--- config.mk ---
export PLATFORM = sky130hd
export DESIGN_NAME = tcgr_ctrl
export DESIGN_NICKNAME = d
export VERILOG_FILES = /design/src/tcgr_pkg.sv /design/src/tcgr_ctrl.sv
export SDC_FILE = /design/constraint.sdc
export NUM_CORES = 1
export LEC_CHECK = 0
export ABC_AREA = 0
export BUFFER_PORTS_ARGS = -buffer_cell sky130_fd_sc_hd__buf_4
export CORE_AREA = 4 4 41 43
export DETAILED_ROUTE_END_ITERATION = 10
export DIE_AREA = 0 0 45 47
export SYNTH_ARGS = -nofsm -noshare
export SYNTH_HDL_FRONTEND = slang
export SYNTH_SLANG_ARGS = --single-unit
--- constraint.sdc ---
create_clock -name clock -period 3.5 [get_ports clock]
set_input_delay 0.175 -clock clock [delete_from_list [all_inputs] [get_ports clock]]
set_output_delay 0.175 -clock clock [all_outputs]
set_load 0.01 [all_outputs]
--- src/tcgr_pkg.sv ---
package tcgr_pkg;

   // configuration register indexes
   localparam logic [2:0] CSR_FRAME_BASE       = 3'd0;
   localparam logic [2:0] CSR_SCREEN_WIDTH     = 3'd1;
   localparam logic [2:0] CSR_FOREGROUND_COLOR = 3'd2;
   localparam logic [2:0] CSR_BACKGROUND_COLOR = 3'd3;
   localparam logic [2:0] CSR_ROW_LIMIT        = 3'd4;

   localparam logic [31:0] FRAME_BASE_RESET       = 32'd0;
   localparam logic [12:0] SCREEN_WIDTH_RESET     = 13'd1024;
   localparam logic [15:0] FOREGROUND_COLOR_RESET = 16'hffff;
   localparam logic [15:0] BACKGROUND_COLOR_RESET = 16'h0000;
   localparam logic [7:0]  ROW_LIMIT_RESET        = 8'd45;

   localparam logic [7:0]  CHAR_TAB     = 8'h09;
   localparam logic [7:0]  CHAR_NEWLINE = 8'h0a;
   localparam logic [7:0]  CHAR_QUERY   = 8'h3f;
   localparam logic [11:0] COLUMN_MAX   = 12'hfff;
   localparam logic [7:0]  ROW_MAX      = 8'hff;
   localparam int unsigned FONT_ADDRESS_SPAN = 4096;

   localparam logic OP_DRAW       = 1'b0;
   localparam logic OP_FONT_WRITE = 1'b1;

   typedef struct packed {
      logic        operation;
      logic [7:0]  char_code;
      logic [11:0] font_address;
      logic [7:0]  font_data;
   } req_word_type;

   typedef struct packed {
      logic [31:0] pixel_address;
      logic [15:0] pixel_zero;
      logic [15:0] pixel_one;
      logic [15:0] pixel_two;
      logic [15:0] pixel_three;
      logic [15:0] pixel_four;
      logic [15:0] pixel_five;
      logic [15:0] pixel_six;
      logic [15:0] pixel_seven;
      logic        final_row;
   } rsp_word_type;

   typedef enum logic [2:0] {
      CLASS_FONT_WRITE,
      CLASS_DROP,
      CLASS_NEWLINE,
      CLASS_TAB,
      CLASS_DRAW
   } word_class_type;

   typedef enum logic [1:0] {
      ST_IDLE,
      ST_MULT,
      ST_BASE,
      ST_RUN
   } ctrl_state_type;

   typedef struct packed {
      logic accept;
      logic mult;
      logic base;
      logic run;
   } ctrl_cmd_type;

   typedef struct packed {
      logic is_draw;
      logic run_done;
   } dp_status_type;

endpackage

--- src/tcgr_ctrl.sv ---
module tcgr_ctrl (
   input  logic                   clock,
   input  logic                   reset,
   input  logic                   req_valid,
   output logic                   req_stall,
   input  tcgr_pkg::dp_status_type status,
   output tcgr_pkg::ctrl_cmd_type  cmd
);
   import tcgr_pkg::*;

   ctrl_state_type state_ff, state_in;

   always_ff @(posedge clock) begin
      if (reset) begin
         state_ff <= ST_IDLE;
      end else begin
         state_ff <= state_in;
      end
   end

   always_comb begin
      state_in = state_ff;
      unique case (state_ff)
         ST_IDLE: begin
            if (req_valid && status.is_draw) state_in = ST_MULT;
         end
         ST_MULT: state_in = ST_BASE;
         ST_BASE: state_in = ST_RUN;
         ST_RUN: begin
            if (status.run_done) state_in = ST_IDLE;
         end
         default: state_in = ST_IDLE;
      endcase
   end

   always_comb begin
      req_stall  = 1'b1;
      cmd        = '0;
      unique case (state_ff)
         ST_IDLE: begin
            req_stall  = 1'b0;
            cmd.accept = req_valid;
         end
         ST_MULT: cmd.mult = 1'b1;
         ST_BASE: cmd.base = 1'b1;
         ST_RUN:  cmd.run  = 1'b1;
         default: req_stall = 1'b1;
      endcase
   end

endmodule

### After elaboration in Yosys (flattened, before gate mapping)

Index checks and enable logic that the tools add are counted.
Widths: inputs -> output; s select.

| storage, ports and cells | value |
|---|---|
| bits in registers | 2 |
| logic and storage cells | 17 |

| cells by class | value |
|---|---|
| equality and inequality tests | 5 |
| muxes and demuxes | 8 |
| reductions and logical operators | 3 |

Operators by type and width:

| kind | count |
|---|---|
| $pmux 2 s4 | 1 |
| $mux 1 | 5 |
| $eq 2x2->1 const B | 2 |
| $mux 2 | 2 |
| $ne 2x2->1 const B | 2 |
| $eq 2x1->1 const B | 1 |
| $logic_not 2->1 | 1 |
| $reduce_and 2->1 | 1 |
| $logic_and 1x1->1 | 1 |

### Longest topological paths before layout

Gate-level depths: netlist of the first run.

| depth | value |
|---|---|
| depth after elaboration | 3 |
| mapped depth | 5 |

### Worst setup path after synthesis of the first run

Ideal clock, no wire load.

| timing path | value |
|---|---|
| path kind | register -> register |
| start | reg state_ff[0] |
| end | reg state_ff[0] |
| arrival | 985 ps |
| setup slack | 2390 ps |
| cell stages (with the launch flop) | 6 |
| path buffers | 0 |
| period minus slack after synthesis | 1110 ps |
| path through | dfxtp_1 > inv_1 > ha_1 > a21boi_4 > o21ai_1 > o41ai_2 |

| between the ends | value |
|---|---|
| longest elaborated chain between the ends | 3 |

Ends and longest elaborated chain:

| element | line | source |
|---|---|---|
| start: declaration | tcgr_ctrl.sv:11 | `ctrl_state_type state_ff, state_in;` |
| start signal: assignment | tcgr_ctrl.sv:17 | `state_ff <= state_in;` |
| $eq 2x2->1 / $logic_not 2->1 (equally long branches) | tcgr_ctrl.sv:23 | `unique case (state_ff)` |
| $ne 2x2->1 (no source line) | -- |  |
| $reduce_and 2->1 (no source line) | -- |  |

Parallel ways exist; a longest one is shown, timed or not.
A chain may end at the register's enable or synchronous reset.

==> results.json, run 1 <==
{
  "antenna_found_initial": 0,
  "post-route-drc-count": 0,
  "root_buffer": "clkbuf_4",
  "grt-ovfl-total": 0,
  "cap_violations": 0,
  "grt_max_degree": 5,
  "cp_top_family": "flip-flops",
  "fin_crit_ns": 1.35,
  "nets": 45,
  "reg_top3": "state_ff (2)",
  "syn_nets": 31,
  "initialDrtViolationCount": 0,
  "numCtsBuffers": 3,
  "clk_pin_slew_ns": 0.03,
  "criticalPathCategory": "reg -> out",
  "ys_seq_elements": 2,
  "synth.distinct_cells": 10,
  "hold_viol": 0,
  "globalplace.congestion": 0.603,
  "drive_gt1_frac": 0.485,
  "worstMarginPinSlew_ns": 0.237,
  "setup-tns-final_ns": 0,
  "clk_path_buf_depth": 2,
  "setup_viol_count_final": 0,
  "slew_headroom": 0.841,
  "endpoint_kind": "output pin",
  "design.core.area_sq_um": 1300,
  "antenna_cells": 0,
  "avgSynthCellArea_sq_um": 10.2,
  "cts_sinks": 2,
  "status": "finished, final reports clean",
  "syn_to_final_growth_pct": 50.6,
  "grt_pass1_wl_um": 600,
  "cts-hold-fix-buffers": 0,
  "top_register": "state_ff",
  "ir_worst_vdd_mv": 0.215,
  "slowest_stage": "dfxtp_1",
  "die_h_um": 47,
  "cts_setup_buffers": 0,
  "vias": 175,
  "cts_tree": "built",
  "crit_buf_inv": 2,
  "yosysWarnings": 0,
  "critical_path.max_fanout": 4,
  "fin_util": 0.249,
  "slew_viol_final": 0,
  "p_leak_nw": 0.166,
  "finalCritPeriodShare": 0.387,
  "dp_cells": 45,
  "fmax_mhz": 738,
  "fin_area_sq_um": 324,
  "clock_skew_ns": 0.00171,
  "rsz0062_at_grt": "no",
  "io_pins": 10,
  "grt_pass1_vias": 152,
  "drt_wl_total_um": 392,
  "clk_latency_ns": 0.22,
  "start_util": 0.165,
  "worst_ep_arrival_time_ns": 1.18,
  "drt_pass1_iterations": 1,
  "netlist_area_sq_um": 215,
  "wl_per_cell_um": 8.17,
  "min_path_type": "in -> reg",
  "die-width_um": 45,
  "portBuffers": 9,
  "cts_max_level": 1,
  "instances_no_fill": 48,
  "largest_register_ffs": 2,
  "row_count": 13,
  "seq_area_frac_synth": 0.186,
  "grt.total_usage": 0.0442,
  "placed_cell_area_sq_um": 302,
  "syn_inst": 21,
  "viasPerCell": 3.65,
  "required_ns": 3.32,
  "drtAntennaViolNets": 0,
  "path_cells": "inv_1 > ha_1 > and2_1 > buf_4",
  "ctsResizeCount": 0,
  "slowest_delay_ns": 0.37,
  "die-area_sq_um": 2120,
  "startpoint_type": "register",
  "power_density_nw_per_um2": 750
}
==> through the flow <==
stage          setup WS [ns]  hold slack (ns)  total power [W]
6_report                2.15            0.185         0.000243
4_1_cts                 2.13            0.177         0.000249
3_5_place_dp            2.28            0.416         0.000196
2_1_floorplan           2.39            0.276         0.000143
3_3_place_gp            2.26            0.414         0.000196
5_1_grt                 2.07            0.174         0.000270
==> cell usage in the layout, fill, tap and decap left out <==
master / count
nor2b_4: 1
nor2b_1: 2
ha_1: 5
buf_4: 9
o41ai_2: 2
and2_1: 1
clkbuf_4: 3
inv_1: 4
o21ai_1: 2
dfxtp_1: 2
a21boi_4: 1
nor2_1: 1
==> final timing paths <==
path	from	endpoint	slack (ns)	depth (start not counted)
worst min register to register	state_ff[1]$_SDFFE_PP0P_	state_ff[1]$_SDFFE_PP0P_	0.66	3
worst max register to register	state_ff[0]$_SDFFE_PP0P_	state_ff[0]$_SDFFE_PP0P_	2.28	4
worst min-delay path	reset	state_ff[1]$_SDFFE_PP0P_	0.19	2
worst max-delay path	state_ff[0]$_SDFFE_PP0P_	cmd[3]	2.15	4
==> layer usage <==
| metal | share of wire | global-route usage |
|---|---|---|
| met1 | 0.46 | 0.0385 |
| met2 | 0.36 | 0.0537 |
| met3 | 0.17 | 0.0421 |
| met4 | 0 | 0.0526 |
| met5 | 0 | 0 |
==> synth_stat cells, drive strengths merged <==
cell type	count	area [sq um]
inv	4	15.0
nor2	1	3.75
o41ai	2	32.5
nor2b	3	26.3
ha	5	62.6
dfxtp	2	40.0
and2	1	6.26
a21boi	1	18.8
o21ai	2	10.0
==> area by class of cell <==
class                   instances  area, sq um
clock buffers                   3         22.5
fillers                       151          977
inverters                       4         15.0
multi-input cells              15          160
flip-flops and latches          2         40.0
well taps                      15         18.8
repair buffers                  9         67.6
==> report_power, final <==
| group | internal [W] | switching [W] |
|---|---|---|
| Sequential | 0.0000334 | 0.00000985 |
| Combinational | 0.0000793 | 0.0000700 |
| Clock | 0.0000378 | 0.0000128 |
==> logic make-up after synthesis <==
logic type / Yosys count / share of synthesized area
buffers and inverters: 4 / 0.0697
adder cells (fa/ha/maj): 5 / 0.291
AO/OA/AOI/OAI: 5 / 0.285
AND/OR/NAND/NOR: 5 / 0.169
flip-flops: 2 / 0.186
(Power assumes the default switching activity.)
==> run 2, diff against run 1 <==
==> constraint.sdc (replaced) <==
create_clock -name clock -period 1.4 [get_ports clock]
set_input_delay 0.07 -clock clock [delete_from_list [all_inputs] [get_ports clock]]
set_output_delay 0.07 -clock clock [all_outputs]
set_load 0.01 [all_outputs]
==> run 2 against run 1 <==
First-iteration DRC count rose by 2; cell area unchanged; sequential power increased to 2.5 times the previous value; non-clock buffer count is the same; clock power rose by 150%; total power rose to 2.5 times the previous value; clock skew about the same; hold slack lost 0.10 ns; register-to-register slack worse by 2.1 ns; worst setup slack lost 2.0 ns; die area did not move; critical endpoint unchanged; largest cell class unchanged; largest power group unchanged.
==> results.json, run 2 (synthesis results as in run 1) <==
{
  "status": "finished, final reports clean",
  "finalCritPeriodShare": 0.891,
  "pwr-share-clk": 0.206,
  "crit_cells": 4,
  "design.core.area_sq_um": 1300,
  "clk_latency_ns": 0.22,
  "endpoint": "cmd[3]",
  "syn_to_final_growth_pct": 50.6,
  "slew_headroom": 0.832,
  "die-width_um": 45,
  "grt-ovfl-total": 0,
  "top_register": "state_ff",
  "instances_no_fill": 48,
  "row_count": 13,
  "p_leak_nw": 0.166,
  "crit_buf_inv": 2,
  "rsz0062_at_grt": "no",
  "io_pins": 10,
  "mostFrequentLayoutCell": "buf_4",
  "power_density_nw_per_um2": 1880,
  "multiInputGateArea_sq_um": 160,
  "cts_tree": "built",
  "initialDrtViolationCount": 2,
  "largest_register_ffs": 2,
  "critical_path.max_fanout": 4,
  "vias": 178,
  "slowest_delay_ns": 0.37,
  "nets": 45,
  "path_cells": "inv_1 > ha_1 > and2_1 > buf_4",
  "swShare": 0.381,
  "ir_worst_vdd_mv": 0.560,
  "fin_crit_ns": 1.25,
  "min_path_type": "in -> reg",
  "setup_viol_count_final": 0,
  "p_total_w": 0.000610,
  "die_h_um": 47,
  "die-area_sq_um": 2120,
  "startpoint_type": "register",
  "grt.total_usage": 0.0505,
  "criticalPathCategory": "reg -> out",
  "clk_path_buf_depth": 2,
  "grt_pass1_wl_um": 724,
  "worst_ep_arrival_time_ns": 1.18,
  "grt_pass1_vias": 182,
  "viasPerCell": 3.71,
  "slowest_stage": "dfxtp_1",
  "slew_viol_final": 0,
  "cap_violations": 0,
  "r2r_end": "state_ff[0]$_SDFFE_PP0P_",
  "portBuffers": 9,
  "cts_setup_buffers": 0,
  "cts-hold-fix-buffers": 0,
  "crit_start": "state_ff[0]$_SDFFE_PP0P_",
  "grt_max_degree": 5,
  "globalplace.congestion": 0.573,
  "hold_viol": 0,
  "post-route-drc-count": 0,
  "antenna_found_initial": 0,
  "cts_sinks": 2,
  "endpoint_kind": "output pin",
  "drtAntennaViolNets": 0,
  "seqPwrFrac": 0.177,
  "min-delay-start": "reset",
  "p_int_w": 0.000377,
  "wl_per_cell_um": 8.44,
  "antenna_cells": 0,
  "clk_pin_slew_ns": 0.03,
  "drive_gt1_frac": 0.485,
  "reg2regPathDepth": 4,
  "r2r_slack_ns": 0.17,
  "drt_pass1_iterations": 2,
  "fillCellCount": 151,
  "drt_wl_total_um": 405,
  "start_util": 0.165,
  "clock_skew_ns": 0.00195,
  "comb_power_share": 0.617,
  "ctsResizeCount": 0,
  "fin_util": 0.249,
  "root_buffer": "clkbuf_4",
  "fmax_mhz": 801,
  "required_ns": 1.33,
  "reg_top3": "state_ff (2)",
  "cts_max_level": 1,
  "cp_top_family": "flip-flops",
  "regArea_sq_um": 40.0,
  "switching_power_w": 0.000232,
  "setup-tns-final_ns": 0,
  "dp_cells": 45,
  "numCtsBuffers": 3,
  "layout_common_cells": "9 x buf_4, 5 x ha_1, 4 x inv_1",
  "reg2reg_from": "state_ff[0]$_SDFFE_PP0P_",
  "worstMarginPinSlew_ns": 0.250
}
==> run 2: through the flow <==
stage,instance area (sq um),setup WS (ns),hold slack [ns]
after floorplan,215,0.290,0.171
after global placement,302,0.162,0.310
after detailed placement,302,0.162,0.311
after CTS,324,0.126,0.0738
after global routing,324,0.0579,0.0821
final,324,0.152,0.0817
==> run 2: final cells by class <==
| cell class | count | share of cell area |
|---|---|---|
| multi-input cells | 15 | 0.494 |
| flip-flops and latches | 2 | 0.124 |
| well taps | 15 | 0.0579 |
| inverters | 4 | 0.0463 |
| repair buffers | 9 | 0.208 |
| clock buffers | 3 | 0.0695 |
==> run 2: worst reg2reg max path, stage by stage (launching register included) <==
cell and delay, ns:
dfxtp_1 0.37, inv_1 0.09, ha_1 0.22, a21boi_4 0.16, o41ai_2 0.29
==> run 2: per-layer routing <==
layer | routed length, um | GRT usage | vias up
li1 | - | - | 94
met1 | 177 | 0.0543 | 76
met2 | 173 | 0.0650 | 8
met3 | 54 | 0.0192 | 0
met4 | 0 | 0.0702 | 0
met5 | 0 | 0 | -
==> run 2: power groups by stage <==
stage                     logic (W)  clock network [W]  registers, W
after global placement     0.000380                  0      0.000110
after floorplan            0.000256                  0      0.000103
after global routing       0.000421           0.000140      0.000113
after CTS                  0.000385           0.000136      0.000109
after detailed placement   0.000384                  0      0.000109
final                      0.000376           0.000126      0.000108
==> run 2: worst min-delay path by stage <==
stage / to / slack [ns] / cells after the start
after floorplan: state_ff[0]$_SDFFE_PP0P_ / 0.17 / 1
final: state_ff[1]$_SDFFE_PP0P_ / 0.08 / 2
after global routing: state_ff[0]$_SDFFE_PP0P_ / 0.08 / 2
after detailed placement: state_ff[1]$_SDFFE_PP0P_ / 0.31 / 2
after CTS: state_ff[1]$_SDFFE_PP0P_ / 0.07 / 2
after global placement: state_ff[1]$_SDFFE_PP0P_ / 0.31 / 2
==> run 3, diff against run 2 <==
--- a/config.mk
+++ b/config.mk
@@ -7,7 +7,9 @@
 export LEC_CHECK = 0
 export ABC_AREA = 0
 export BUFFER_PORTS_ARGS = -buffer_cell sky130_fd_sc_hd__buf_4
+export CAP_MARGIN = 10
 export CORE_AREA = 4 4 41 43
+export CTS_BUF_LIST = sky130_fd_sc_hd__clkbuf_4 sky130_fd_sc_hd__clkbuf_8
 export DETAILED_ROUTE_END_ITERATION = 10
 export DIE_AREA = 0 0 45 47
 export SYNTH_ARGS = -nofsm -noshare
==> constraint.sdc (replaced) <==
create_clock -name clock -period 1.3 [get_ports clock]
set_input_delay 0.065 -clock clock [delete_from_list [all_inputs] [get_ports clock]]
set_output_delay 0.065 -clock clock [all_outputs]
set_load 0.01 [all_outputs]
==> run 3 against run 2 <==
Combinational power rose by 7.7%; sequential power rose by 11%; critical path depth did not move; sequential share of layout area rose by 0.34 points; register-to-register slack got worse by 0.08 ns; total power rose by 8.3%; clock-buffer cell count did not move; via count did not move; routed wire length did not move; hold slack got worse by 0.0079 ns.
==> results.json, run 3 (synthesis results as in run 1) <==
{
  "status": "finished, final reports clean",
  "pre_cts_slack_ns": 0.0622,
  "power_density_nw_per_um2": 2030,
  "slew_headroom": 0.832,
  "cts_tree": "built",
  "worstMarginPinSlew_ns": 0.250,
  "cts_sinks": 2,
  "start_util": 0.165,
  "vias": 178,
  "required_ns": 1.24,
  "initialDrtViolationCount": 2,
  "clock_skew_ns": 0.00195,
  "reg2regPathDepth": 4,
  "syn_to_final_growth_pct": 51.2,
  "antenna_found_initial": 0,
  "fin_crit_ns": 1.21,
  "fmax_mhz": 827,
  "io_pins": 10,
  "critical_path.max_fanout": 4,
  "path_cells": "inv_1 > ha_1 > and2_1 > buf_4",
  "clk_path_buf_depth": 2,
  "min_path_type": "in -> reg",
  "viasPerCell": 3.71,
  "portBuffers": 9,
  "slowest_delay_ns": 0.36,
  "numCtsBuffers": 3,
  "endpoint_kind": "output pin",
  "drt_wl_total_um": 405,
  "top_register": "state_ff",
  "design.core.area_sq_um": 1300,
  "finalCritPeriodShare": 0.930,
  "grt_pass1_vias": 182,
  "slowest_stage": "dfxtp_1",
  "dp_cells": 45,
  "setup_ws_ns": 0.0908,
  "root_buffer": "clkbuf_4",
  "die_h_um": 47,
  "hold_viol": 0,
  "row_count": 13,
  "min-delay-start": "reset",
  "die-area_sq_um": 2120,
  "cts-hold-fix-buffers": 0,
  "grt_pass1_wl_um": 724,
  "reg_top3": "state_ff (2)",
  "mostFrequentLayoutCell": "buf_4",
  "layout_common_cells": "9 x buf_4, 5 x ha_1, 4 x inv_1",
  "wl_per_cell_um": 8.44,
  "nets": 45,
  "drive_gt1_frac": 0.515,
  "grt-ovfl-total": 0,
  "p_leak_nw": 0.167,
  "startpoint_type": "register",
  "grt_max_degree": 5,
  "criticalPathCategory": "reg -> out",
  "crit_start": "state_ff[1]$_SDFFE_PP0P_",
  "globalplace.congestion": 0.573,
  "clk_latency_ns": 0.22,
  "setup-tns-final_ns": 0,
  "drtAntennaViolNets": 0,
  "instances_no_fill": 48,
  "setup_viol_count_final": 0,
  "antenna_cells": 0,
  "rsz0062_at_grt": "no",
  "slew_viol_final": 0,
  "reg2reg_from": "state_ff[1]$_SDFFE_PP0P_",
  "drt_pass1_iterations": 2,
  "clk_pin_slew_ns": 0.03,
  "hold_path_depth": 2,
  "cts_max_level": 1,
  "post-route-drc-count": 0,
  "worst_ep_arrival_time_ns": 1.14,
  "ir_worst_vdd_mv": 0.615,
  "largest_register_ffs": 2,
  "cap_violations": 0,
  "die-width_um": 45,
  "grt.total_usage": 0.0505
}
==> run 3: repair_timing <==
action	4_1_cts	5_1_grt
setup buffers	0	0
setup endpoints to repair	0	2
gates resized for setup	0	1
==> run 3: final timing paths <==
check / endpoint / slack, ns
setup / recovery: cmd[3] / 0.09
hold / removal: state_ff[0]$_SDFFE_PP0P_ / 0.07
setup reg to reg: state_ff[0]$_SDFFE_PP0P_ / 0.09
hold reg to reg: state_ff[0]$_SDFFE_PP0P_ / 0.63
==> run 3: area by class of cell <==
| class | count | area [sq um] |
|---|---|---|
| Fill cell | 150 | 976 |
| Multi-Input combinational cell | 15 | 160 |
| Timing Repair Buffer | 9 | 67.6 |
| Clock buffer | 3 | 22.5 |
| Sequential cell | 2 | 41.3 |
| Tap cell | 15 | 18.8 |
| Inverter | 4 | 15.0 |
==> run 3: metrics by stage <==
| step | cell area [sq um] | util | hold slack (ns) | power (W) |
|---|---|---|---|---|
| 2_1_floorplan | 215 | - | 0.166 | 0.000386 |
| 3_3_place_gp | 302 | 0.232 | 0.305 | 0.000528 |
| 3_5_place_dp | 302 | 0.232 | 0.306 | 0.000531 |
| 4_1_cts | 324 | 0.249 | 0.0688 | 0.000678 |
| 5_1_grt | 325 | 0.250 | 0.0696 | 0.000730 |
| 6_report | 325 | 0.250 | 0.0738 | 0.000660 |
==> run 3: power by group <==
part	internal, W	switching (W)	leakage, nW	total [W]
sequential	0.0000934	0.0000266	0.0168	0.000120
combinational	0.000215	0.000190	0.136	0.000405
clock	0.000102	0.0000335	0.0138	0.000135
==> run 3: layer usage <==
layer  vias to the layer above  GRT usage  share of wire
met2                         8     0.0650           0.43
met4                         0     0.0702              0
met3                         0     0.0192           0.13
met1                        76     0.0543           0.44
li1                         94          -              -
met5                         -          0              0
==> run 3: worst max-delay path, delay by kind of cell, from the launching register on <==
family,cells,cell delay (ns)
adders and majority gates,1,0.21
buffers and inverters,2,0.22
and+or+nand+nor,1,0.14
DFF,1,0.36
